### config.mk
export PLATFORM = sky130hd
export DESIGN_NAME = tilt_ring_led_intensity_core
export DESIGN_NICKNAME = d
export VERILOG_FILES = /design/src/rtl/trli_pkg.sv /design/src/rtl/tilt_ring_led_intensity_core.sv
export SDC_FILE = /design/constraint.sdc
export NUM_CORES = 2
export LEC_CHECK = 0
export ABC_AREA = 1
export ABC_CLOCK_PERIOD_IN_PS = 16700
export BUFFER_PORTS_ARGS = -buffer_cell sky130_fd_sc_hd__buf_2
export CORE_UTILIZATION = 45
export DETAILED_ROUTE_END_ITERATION = 8
export HOLD_SLACK_MARGIN = 0.1
export MAX_ROUTING_LAYER = met4
export PLACE_DENSITY = 0.67
export SYNTH_ARGS = -nofsm -noshare
export SYNTH_HDL_FRONTEND = slang
export SYNTH_SLANG_ARGS = --single-unit
### constraint.sdc
create_clock -name clk -period 16.7 [get_ports clk]
set_clock_uncertainty 0.05 [all_clocks]
set_input_delay 3.34 -clock clk [delete_from_list [all_inputs] [get_ports clk]]
set_output_delay 3.34 -clock clk [all_outputs]
set_load 0.02 [all_outputs]
### src/rtl/trli_pkg.sv
package trli_pkg;

    localparam int NUM_LEDS_DEF = 16;
    localparam int ANG_W        = 14;
    localparam int IN_W         = 48;   // three 14-bit angles, zero filled to bytes
    localparam int OUT_W        = 16;   // led index and green level, zero filled
    localparam int IDX_W        = 6;
    localparam int GRN_W        = 8;
    localparam int ANG_FULL     = 5760;
    localparam int ANG_QUARTER  = 1440;
    localparam int SINE_LAST    = 90;

    // round(16384 * sin(k deg)), k = 0..90
    localparam int SINE_Q14 [91] = '{
        0, 286, 572, 857, 1143, 1428, 1713, 1997, 2280, 2563,
        2845, 3126, 3406, 3686, 3964, 4240, 4516, 4790, 5063, 5334,
        5604, 5872, 6138, 6402, 6664, 6924, 7182, 7438, 7692, 7943,
        8192, 8438, 8682, 8923, 9162, 9397, 9630, 9860, 10087, 10311,
        10531, 10749, 10963, 11174, 11381, 11585, 11786, 11982, 12176, 12365,
        12551, 12733, 12911, 13085, 13255, 13421, 13583, 13741, 13894, 14044,
        14189, 14330, 14466, 14598, 14726, 14849, 14968, 15082, 15191, 15296,
        15396, 15491, 15582, 15668, 15749, 15826, 15897, 15964, 16026, 16083,
        16135, 16182, 16225, 16262, 16294, 16322, 16344, 16362, 16374, 16382,
        16384
    };

    typedef enum logic [3:0] {
        ST_IDLE,
        ST_SRED,
        ST_STAB,
        ST_SMUL,
        ST_SFIN,
        ST_MOP,
        ST_MMUL,
        ST_MRND,
        ST_NORM,
        ST_LOP,
        ST_LMUL0,
        ST_LMUL1,
        ST_LACC,
        ST_LOUT
    } trli_state_t;

    // elaboration only: ring position sines
    function automatic logic signed [15:0] sine_const(input int a);
        int u;
        int q;
        int r;
        int k;
        int f;
        int mag;
        u = (a + 2 * ANG_FULL) % ANG_FULL;
        q = u / ANG_QUARTER;
        r = u % ANG_QUARTER;
        if ((q & 1) == 1)
        begin
            r = ANG_QUARTER - r;
        end
        k = r / 16;
        f = r % 16;
        if (k >= SINE_LAST)
        begin
            mag = SINE_Q14[SINE_LAST];
        end
        else
        begin
            mag = SINE_Q14[k] + (((SINE_Q14[k + 1] - SINE_Q14[k]) * f + 8) >> 4);
        end
        if (q >= 2)
        begin
            mag = -mag;
        end
        return 16'(mag);
    endfunction

endpackage

### src/rtl/tilt_ring_led_intensity_core.sv
// channel | signals                         | word
// --------+---------------------------------+-----------------------------------------
// in      | s_tvalid s_tready s_tdata[47:0] | roll[13:0] yaw[27:14] pitch[41:28]
// out     | m_tvalid m_tready m_tdata[15:0] | led_index[5:0] green_level[13:6]
//         | m_tlast                         | last_led
//
// An unchanged reading is taken and gives no word.
// A changed reading computes six sines (reduce, table, multiply, finish) and
// seven products (operands, multiply, round), all on the one 16x16 multiplier,
// normalises, then for each LED forms two products, a sum and an output word.
// Output stalls hold the LED loop. Reset clears the sequencer, the stored angles and the output valid flag.
// s_tready is high only while the sequencer is idle.
module tilt_ring_led_intensity_core
    import trli_pkg::*;
#(
    parameter int NUM_LEDS = NUM_LEDS_DEF
)
(
    input  logic             clk,
    input  logic             rst_n,
    input  logic             s_tvalid,
    output logic             s_tready,
    input  logic [IN_W-1:0]  s_tdata,   // roll_angle, yaw_angle, pitch_angle, zeros
    output logic             m_tvalid,
    input  logic             m_tready,
    output logic [OUT_W-1:0] m_tdata,   // led_index, green_level, zeros
    output logic             m_tlast
);

    localparam int LED_W = $clog2(NUM_LEDS);

    trli_state_t state_reg, state_next;

    logic [ANG_W-1:0] prev_roll_reg, prev_yaw_reg, prev_pitch_reg;
    logic [2:0]       sidx_reg;
    logic [2:0]       midx_reg;
    logic [LED_W-1:0] led_reg;

    logic [10:0]        r_reg;
    logic               neg_reg;
    logic signed [15:0] base_reg;
    logic signed [15:0] op_a_reg, op_b_reg;
    logic signed [31:0] prod_reg;
    logic signed [15:0] sr_reg, cr_reg, sy_reg, cy_reg, sp_reg, cp_reg;
    logic signed [15:0] t1_reg, t2_reg, t3_reg, t4_reg, t5_reg;
    logic signed [15:0] n0_reg, n1_reg, n2_reg;
    logic signed [33:0] acc_reg;

    logic             out_valid_reg;
    logic [IDX_W-1:0] out_idx_reg;
    logic [GRN_W-1:0] out_grn_reg;
    logic             out_last_reg;

    logic             changed;
    logic             out_free;
    logic             out_load;
    logic             led_last;

    logic signed [15:0] led_px [NUM_LEDS];
    logic signed [15:0] led_py [NUM_LEDS];

    genvar g;
    generate
        for (g = 0; g < NUM_LEDS; g++)
        begin : g_led
            localparam int ANG = (ANG_FULL * g + NUM_LEDS / 2) / NUM_LEDS;
            assign led_px[g] = sine_const(ANG);
            assign led_py[g] = sine_const(ANG + ANG_QUARTER);
        end
    endgenerate

    assign changed  = (s_tdata[13:0] != prev_roll_reg) || (s_tdata[27:14] != prev_yaw_reg)
                   || (s_tdata[41:28] != prev_pitch_reg);
    assign out_free = !out_valid_reg || m_tready;
    assign led_last = (led_reg == LED_W'(NUM_LEDS - 1));

    // sine argument reduction
    logic [ANG_W-1:0]   ang_sel;
    logic signed [15:0] ang_ext;
    logic [15:0]        ang_off;
    logic [15:0]        ang_u;
    logic [15:0]        ang_r;
    logic [1:0]         quad;
    logic [10:0]        r_next;

    always_comb
    begin
        case (sidx_reg[2:1])
            2'd0:    ang_sel = prev_roll_reg;
            2'd1:    ang_sel = prev_yaw_reg;
            default: ang_sel = prev_pitch_reg;
        endcase
        ang_ext = {{2{ang_sel[ANG_W-1]}}, ang_sel} + (sidx_reg[0] ? 16'sd1440 : 16'sd0);
        ang_off = 16'(ang_ext + 16'sd11520);
        if (ang_off >= 16'd17280)
        begin
            ang_u = ang_off - 16'd17280;
        end
        else if (ang_off >= 16'd11520)
        begin
            ang_u = ang_off - 16'd11520;
        end
        else if (ang_off >= 16'd5760)
        begin
            ang_u = ang_off - 16'd5760;
        end
        else
        begin
            ang_u = ang_off;
        end
        if (ang_u >= 16'd4320)
        begin
            quad  = 2'd3;
            ang_r = ang_u - 16'd4320;
        end
        else if (ang_u >= 16'd2880)
        begin
            quad  = 2'd2;
            ang_r = ang_u - 16'd2880;
        end
        else if (ang_u >= 16'd1440)
        begin
            quad  = 2'd1;
            ang_r = ang_u - 16'd1440;
        end
        else
        begin
            quad  = 2'd0;
            ang_r = ang_u;
        end
        if (quad[0])
        begin
            r_next = 11'(16'd1440 - ang_r);
        end
        else
        begin
            r_next = ang_r[10:0];
        end
    end

    // table lookup for interpolation
    logic [6:0]  tk_idx, tk1_idx;
    logic [14:0] tk, tk1;

    always_comb
    begin
        tk_idx  = r_reg[10:4];
        tk1_idx = (tk_idx >= 7'(SINE_LAST)) ? tk_idx : tk_idx + 7'd1;
        tk      = 15'(SINE_Q14[tk_idx]);
        tk1     = 15'(SINE_Q14[tk1_idx]);
    end

    logic signed [15:0] mag, sine_val;
    logic signed [32:0] rnd_sum;
    logic signed [15:0] rnd_val;

    always_comb
    begin
        mag      = base_reg + 16'((prod_reg + 32'sd8) >>> 4);
        sine_val = neg_reg ? -mag : mag;
        rnd_sum  = ({prod_reg[31], prod_reg} + 33'sd8192) >>> 14;
        rnd_val  = rnd_sum[15:0];
    end

    function automatic logic signed [15:0] sat16(input logic signed [16:0] v);
        if (v > 17'sd32767)
        begin
            return 16'sh7FFF;
        end
        else if (v < -17'sd32768)
        begin
            return 16'sh8000;
        end
        return v[15:0];
    endfunction

    logic signed [16:0] sum0, sum1;

    assign sum0 = -{t1_reg[15], t1_reg} - {t2_reg[15], t2_reg};
    assign sum1 = -{t3_reg[15], t3_reg} + {t4_reg[15], t4_reg};

    // intensity from dot product
    logic signed [33:0] dx;
    logic signed [42:0] num;
    logic [GRN_W-1:0]   green;

    always_comb
    begin
        dx  = 34'sd268435456 - acc_reg;
        num = {dx[33], dx, 8'd0} - {{9{dx[33]}}, dx};
        if (num[42] || (num == 43'sd0))
        begin
            green = '0;
        end
        else if (num[41:36] != 6'd0)
        begin
            green = 8'hFF;
        end
        else
        begin
            green = num[35:28];
        end
    end

    // next state
    always_comb
    begin
        state_next = state_reg;
        case (state_reg)
            ST_IDLE:
            begin
                if (s_tvalid && changed)
                begin
                    state_next = ST_SRED;
                end
            end
            ST_SRED:  state_next = ST_STAB;
            ST_STAB:  state_next = ST_SMUL;
            ST_SMUL:  state_next = ST_SFIN;
            ST_SFIN:  state_next = (sidx_reg == 3'd5) ? ST_MOP : ST_SRED;
            ST_MOP:   state_next = ST_MMUL;
            ST_MMUL:  state_next = ST_MRND;
            ST_MRND:  state_next = (midx_reg == 3'd6) ? ST_NORM : ST_MOP;
            ST_NORM:  state_next = ST_LOP;
            ST_LOP:   state_next = ST_LMUL0;
            ST_LMUL0: state_next = ST_LMUL1;
            ST_LMUL1: state_next = ST_LACC;
            ST_LACC:  state_next = ST_LOUT;
            ST_LOUT:
            begin
                if (out_free)
                begin
                    state_next = led_last ? ST_IDLE : ST_LOP;
                end
            end
            default:  state_next = ST_IDLE;
        endcase
    end

    // outputs of the sequencer
    always_comb
    begin
        s_tready = (state_reg == ST_IDLE);
        out_load = (state_reg == ST_LOUT) && out_free;
    end

    always_ff @(posedge clk or negedge rst_n)
    begin
        if (!rst_n)
        begin
            state_reg      <= ST_IDLE;
            prev_roll_reg  <= '0;
            prev_yaw_reg   <= '0;
            prev_pitch_reg <= '0;
            sidx_reg       <= '0;
            midx_reg       <= '0;
            led_reg        <= '0;
            out_valid_reg  <= 1'b0;
        end
        else
        begin
            state_reg <= state_next;
            if (s_tready && s_tvalid && changed)
            begin
                prev_roll_reg  <= s_tdata[13:0];
                prev_yaw_reg   <= s_tdata[27:14];
                prev_pitch_reg <= s_tdata[41:28];
                sidx_reg       <= '0;
            end
            if (state_reg == ST_SFIN)
            begin
                sidx_reg <= sidx_reg + 3'd1;
                midx_reg <= '0;
            end
            if (state_reg == ST_MRND)
            begin
                midx_reg <= midx_reg + 3'd1;
            end
            if (state_reg == ST_NORM)
            begin
                led_reg <= '0;
            end
            if (out_load && !led_last)
            begin
                led_reg <= led_reg + LED_W'(1);
            end
            if (out_load)
            begin
                out_valid_reg <= 1'b1;
            end
            else if (m_tready)
            begin
                out_valid_reg <= 1'b0;
            end
        end
    end

    // shared multiplier, free running
    always_ff @(posedge clk)
    begin
        prod_reg <= op_a_reg * op_b_reg;
    end

    always_ff @(posedge clk)
    begin
        case (state_reg)
            ST_SRED:
            begin
                r_reg   <= r_next;
                neg_reg <= quad[1];
            end
            ST_STAB:
            begin
                base_reg <= {1'b0, tk};
                op_a_reg <= {1'b0, tk1} - {1'b0, tk};
                op_b_reg <= {12'd0, r_reg[3:0]};
            end
            ST_SFIN:
            begin
                case (sidx_reg)
                    3'd0:    sr_reg <= sine_val;
                    3'd1:    cr_reg <= sine_val;
                    3'd2:    sy_reg <= sine_val;
                    3'd3:    cy_reg <= sine_val;
                    3'd4:    sp_reg <= sine_val;
                    default: cp_reg <= sine_val;
                endcase
            end
            ST_MOP:
            begin
                case (midx_reg)
                    3'd0:
                    begin
                        op_a_reg <= sy_reg;
                        op_b_reg <= sp_reg;
                    end
                    3'd1:
                    begin
                        op_a_reg <= t1_reg;
                        op_b_reg <= cr_reg;
                    end
                    3'd2:
                    begin
                        op_a_reg <= cy_reg;
                        op_b_reg <= sr_reg;
                    end
                    3'd3:
                    begin
                        op_a_reg <= cy_reg;
                        op_b_reg <= sp_reg;
                    end
                    3'd4:
                    begin
                        op_a_reg <= t3_reg;
                        op_b_reg <= cr_reg;
                    end
                    3'd5:
                    begin
                        op_a_reg <= sy_reg;
                        op_b_reg <= sr_reg;
                    end
                    default:
                    begin
                        op_a_reg <= cp_reg;
                        op_b_reg <= cr_reg;
                    end
                endcase
            end
            ST_MRND:
            begin
                case (midx_reg)
                    3'd0, 3'd1: t1_reg <= rnd_val;
                    3'd2:       t2_reg <= rnd_val;
                    3'd3, 3'd4: t3_reg <= rnd_val;
                    3'd5:       t4_reg <= rnd_val;
                    default:    t5_reg <= rnd_val;
                endcase
            end
            ST_NORM:
            begin
                n0_reg <= sat16(sum0);
                n1_reg <= sat16(sum1);
                n2_reg <= t5_reg;
            end
            ST_LOP:
            begin
                op_a_reg <= n0_reg;
                op_b_reg <= led_px[led_reg];
            end
            ST_LMUL0:
            begin
                op_a_reg <= n1_reg;
                op_b_reg <= led_py[led_reg];
            end
            ST_LMUL1:
            begin
                // z term of each ring point is one half
                acc_reg <= {{5{n2_reg[15]}}, n2_reg, 13'd0} + {{2{prod_reg[31]}}, prod_reg};
            end
            ST_LACC:
            begin
                acc_reg <= acc_reg + {{2{prod_reg[31]}}, prod_reg};
            end
            default:
            begin
            end
        endcase
        if (out_load)
        begin
            out_idx_reg  <= IDX_W'(led_reg);
            out_grn_reg  <= green;
            out_last_reg <= led_last;
        end
    end

    assign m_tvalid = out_valid_reg;
    assign m_tdata  = {2'b00, out_grn_reg, out_idx_reg};
    assign m_tlast  = out_last_reg;

endmodule

==> results.cfg <==
[setup_path]
r2r_setup_slack_ns = 9.19
cp-startpoint = op_a_reg[7]
worstPathMaxFanout = 16
cp.arrival_ns = 7.89
crit_type = flop to flop
cp-end-kind = flop
required_ns = 17.08
r2r_start = op_a_reg[7]
start_kind = flop

[timing]
setup_viol = 0
fin_crit_ns = 7.51
tightest_slew_ns = 1.03
finalHoldViolCount = 0
slew_violations = 0
fin_tns_setup_ns = 0
timing.fmax_mhz = 133
rsz0062_at_grt = no
maxSlewHeadroom_pct = 31.4
timing.final.crit_share_pct = 45.0

[final_layout]
largest_reg_flops = 34
layout-drive-gt1-share_pct = 6.49
layout_commonest_cell = nand2_1
final_cell_mix = nand2_1, inv_1, nor2_1, edfxtp_1, ha_1
nets = 5663
final_util_pct = 49.1
fillCellCount = 8538
area_growth_pct = 7.93

[drt]
ant_nets = 0
drc_errors = 5
viasPerCell = 5.34
wire_per_inst_um = 17.9
drt-initial-drc-count = 2587
dr.pass1.iters = 8
drt_wl_total_um = 112000
via_count = 33308

[floorplan]
die_h_um = 301
die-area_um2 = 90700
fp.dieW_um = 301
fp.coreArea_um2 = 88500
initial_core_util_pct = 45.5
std_cell_rows = 109
io_pins = 71

[synth]
synth_edf_count = 330
synth.top_cell.area_share_pct = 24.6
ys_warn_count = 0
ys_types = 71
synthArstFlopShare_pct = 13.6
ys_ff_latch = 419
syn_area_um2 = 40300
yosysSeqAreaShare_pct = 29.7
synth_cells = 5008
synth_area_leaders = edfxtp_1, fa_1, nand2_1
synthFlopType = edfxtp_1
synth_top_area_cell = edfxtp_1
postSynthAreaPerCell_um2 = 8.04

[grt]
antenna_found_initial = 1
grt_pass1_vias = 33496
grt_overflow = 0
grt_max_degree = 75
grt_first_pass_wirelength_um = 180000
grt_usage_pct = 25.8

[run_status]
violations = DRC
outcome = finished, violations left

[clocking]
cts_root_buf = clkbuf_16
cts_tree = built
clk_path_buf_depth = 3
cts_resized = 0
ctsHoldBuffers = 0
path_clk_slew_ns = 0.06
htreeDepth = 2
postCtsSetupRepairBufs = 0
numCtsBuffers = 46
cts_sinks = 419
insertion_delay_ns = 0.61

[flow_run]
maxCapViolations = 0

[worst_hold_path]
hold_path.class = flop to flop
hold_start = t5_reg[14]

[placement]
gp_congestion = 0.963
io_buffers = 60
hpwl_um = 85200
-- area by class of cell --
type / count / area, um^2 / share of cell area [%]
sequential: 419 / 12000 / 27.6
timing repair buffer: 103 / 623 / 1.43
clock inverter: 25 / 334 / 0.769
inverter: 958 / 3610 / 8.30
clock buffer: 60 / 1250 / 2.89
tap: 1165 / 1460 / 3.35
antenna: 1 / 2.50 / 0.00576
multi-input combinational: 3501 / 24200 / 55.7
-- stage by stage --
step	hold WS [ns]	area (um^2)	setup WS, ns	instances
CTS	0.355	43500	9.20	6231
finish	0.358	43500	9.19	6232
floorplan	0.350	40300	10.44	5011
global route	0.374	43500	8.73	6232
global placement	0.352	41900	9.24	6146
detailed placement	0.355	41900	9.21	6146
-- logic make-up (layout without fill, tap and decap cells) --
| group | Yosys count | in the layout | synth area share [%] |
|---|---|---|---|
| DFF | 419 | 419 | 29.7 |
| AOI/OAI and AO/OA | 837 | 837 | 12.1 |
| muxes | 1 | 1 | 0.0249 |
| and+or+nand+nor | 1839 | 1839 | 19.5 |
| other | 1 | 5 | 0.00931 |
| adders and majority gates | 582 | 582 | 23.1 |
| xor gates and xnor gates | 238 | 238 | 5.18 |
| buffers and inverters | 1091 | 1146 | 10.3 |
-- critical path, stage by stage, from the launching register on --
cell and delay, ns:
edfxtp_1 0.90, nand2_1 0.18, fa_1 0.56, inv_1 0.05
fa_1 0.55, inv_1 0.06, fa_1 0.51, inv_1 0.05
fa_1 0.47, inv_1 0.07, fa_1 0.54, inv_1 0.06
fa_1 0.48, ha_1 0.39, nand2_1 0.13, nor2_1 0.05
a211oi_1 0.23, o221ai_1 0.14, a21oi_1 0.26, o21ai_0 0.27
a21oi_1 0.28, o21ai_0 0.20, a211oi_1 0.30, xor2_1 0.55
-- per-layer routing --
layer | up-vias | track usage, % | wire (um)
met1 | 15796 | 32.8 | 47300
met5 | - | - | 0
met3 | 206 | 3.20 | 6960
li1 | 16222 | - | -
met2 | 1084 | 42.8 | 53600
met4 | 0 | 8.07 | 3750
-- cells in the mapped netlist (7+ instances only) --
library cell	count
a21o_1	7
a21oi_1	297
a22oi_1	30
a31o_2	10
a31oi_1	49
clkbuf_1	120
dfrtp_1	57
dfxtp_1	32
edfxtp_1	330
fa_1	270
ha_1	312
inv_1	938
inv_2	10
nand2_1	1063
nand2_2	24
nand2_4	9
nand3_1	183
nand3_2	10
nand3b_1	9
nand4_1	34
nor2_1	357
nor2_4	9
nor3_1	51
nor4_1	12
o2111ai_1	17
o211ai_1	24
o21a_1	13
o21ai_0	271
o21ai_1	7
o21bai_1	23
o221ai_1	17
o22ai_1	15
o311ai_0	11
o31ai_1	14
or2_2	48
xnor2_1	65
xor2_1	173
-- worst paths after layout --
check,to,cells past startpoint
hold / removal,n2_reg[14],0
setup / recovery,prod_reg[31],23
setup reg to reg,prod_reg[31],23
max in group asynchronous,state_reg[1],2
hold reg to reg,n2_reg[14],0
min in group asynchronous,prev_roll_reg[9],2
Power is not shown: default switching activity piles up to over one toggle a cycle in this logic, so the estimate is an artifact.
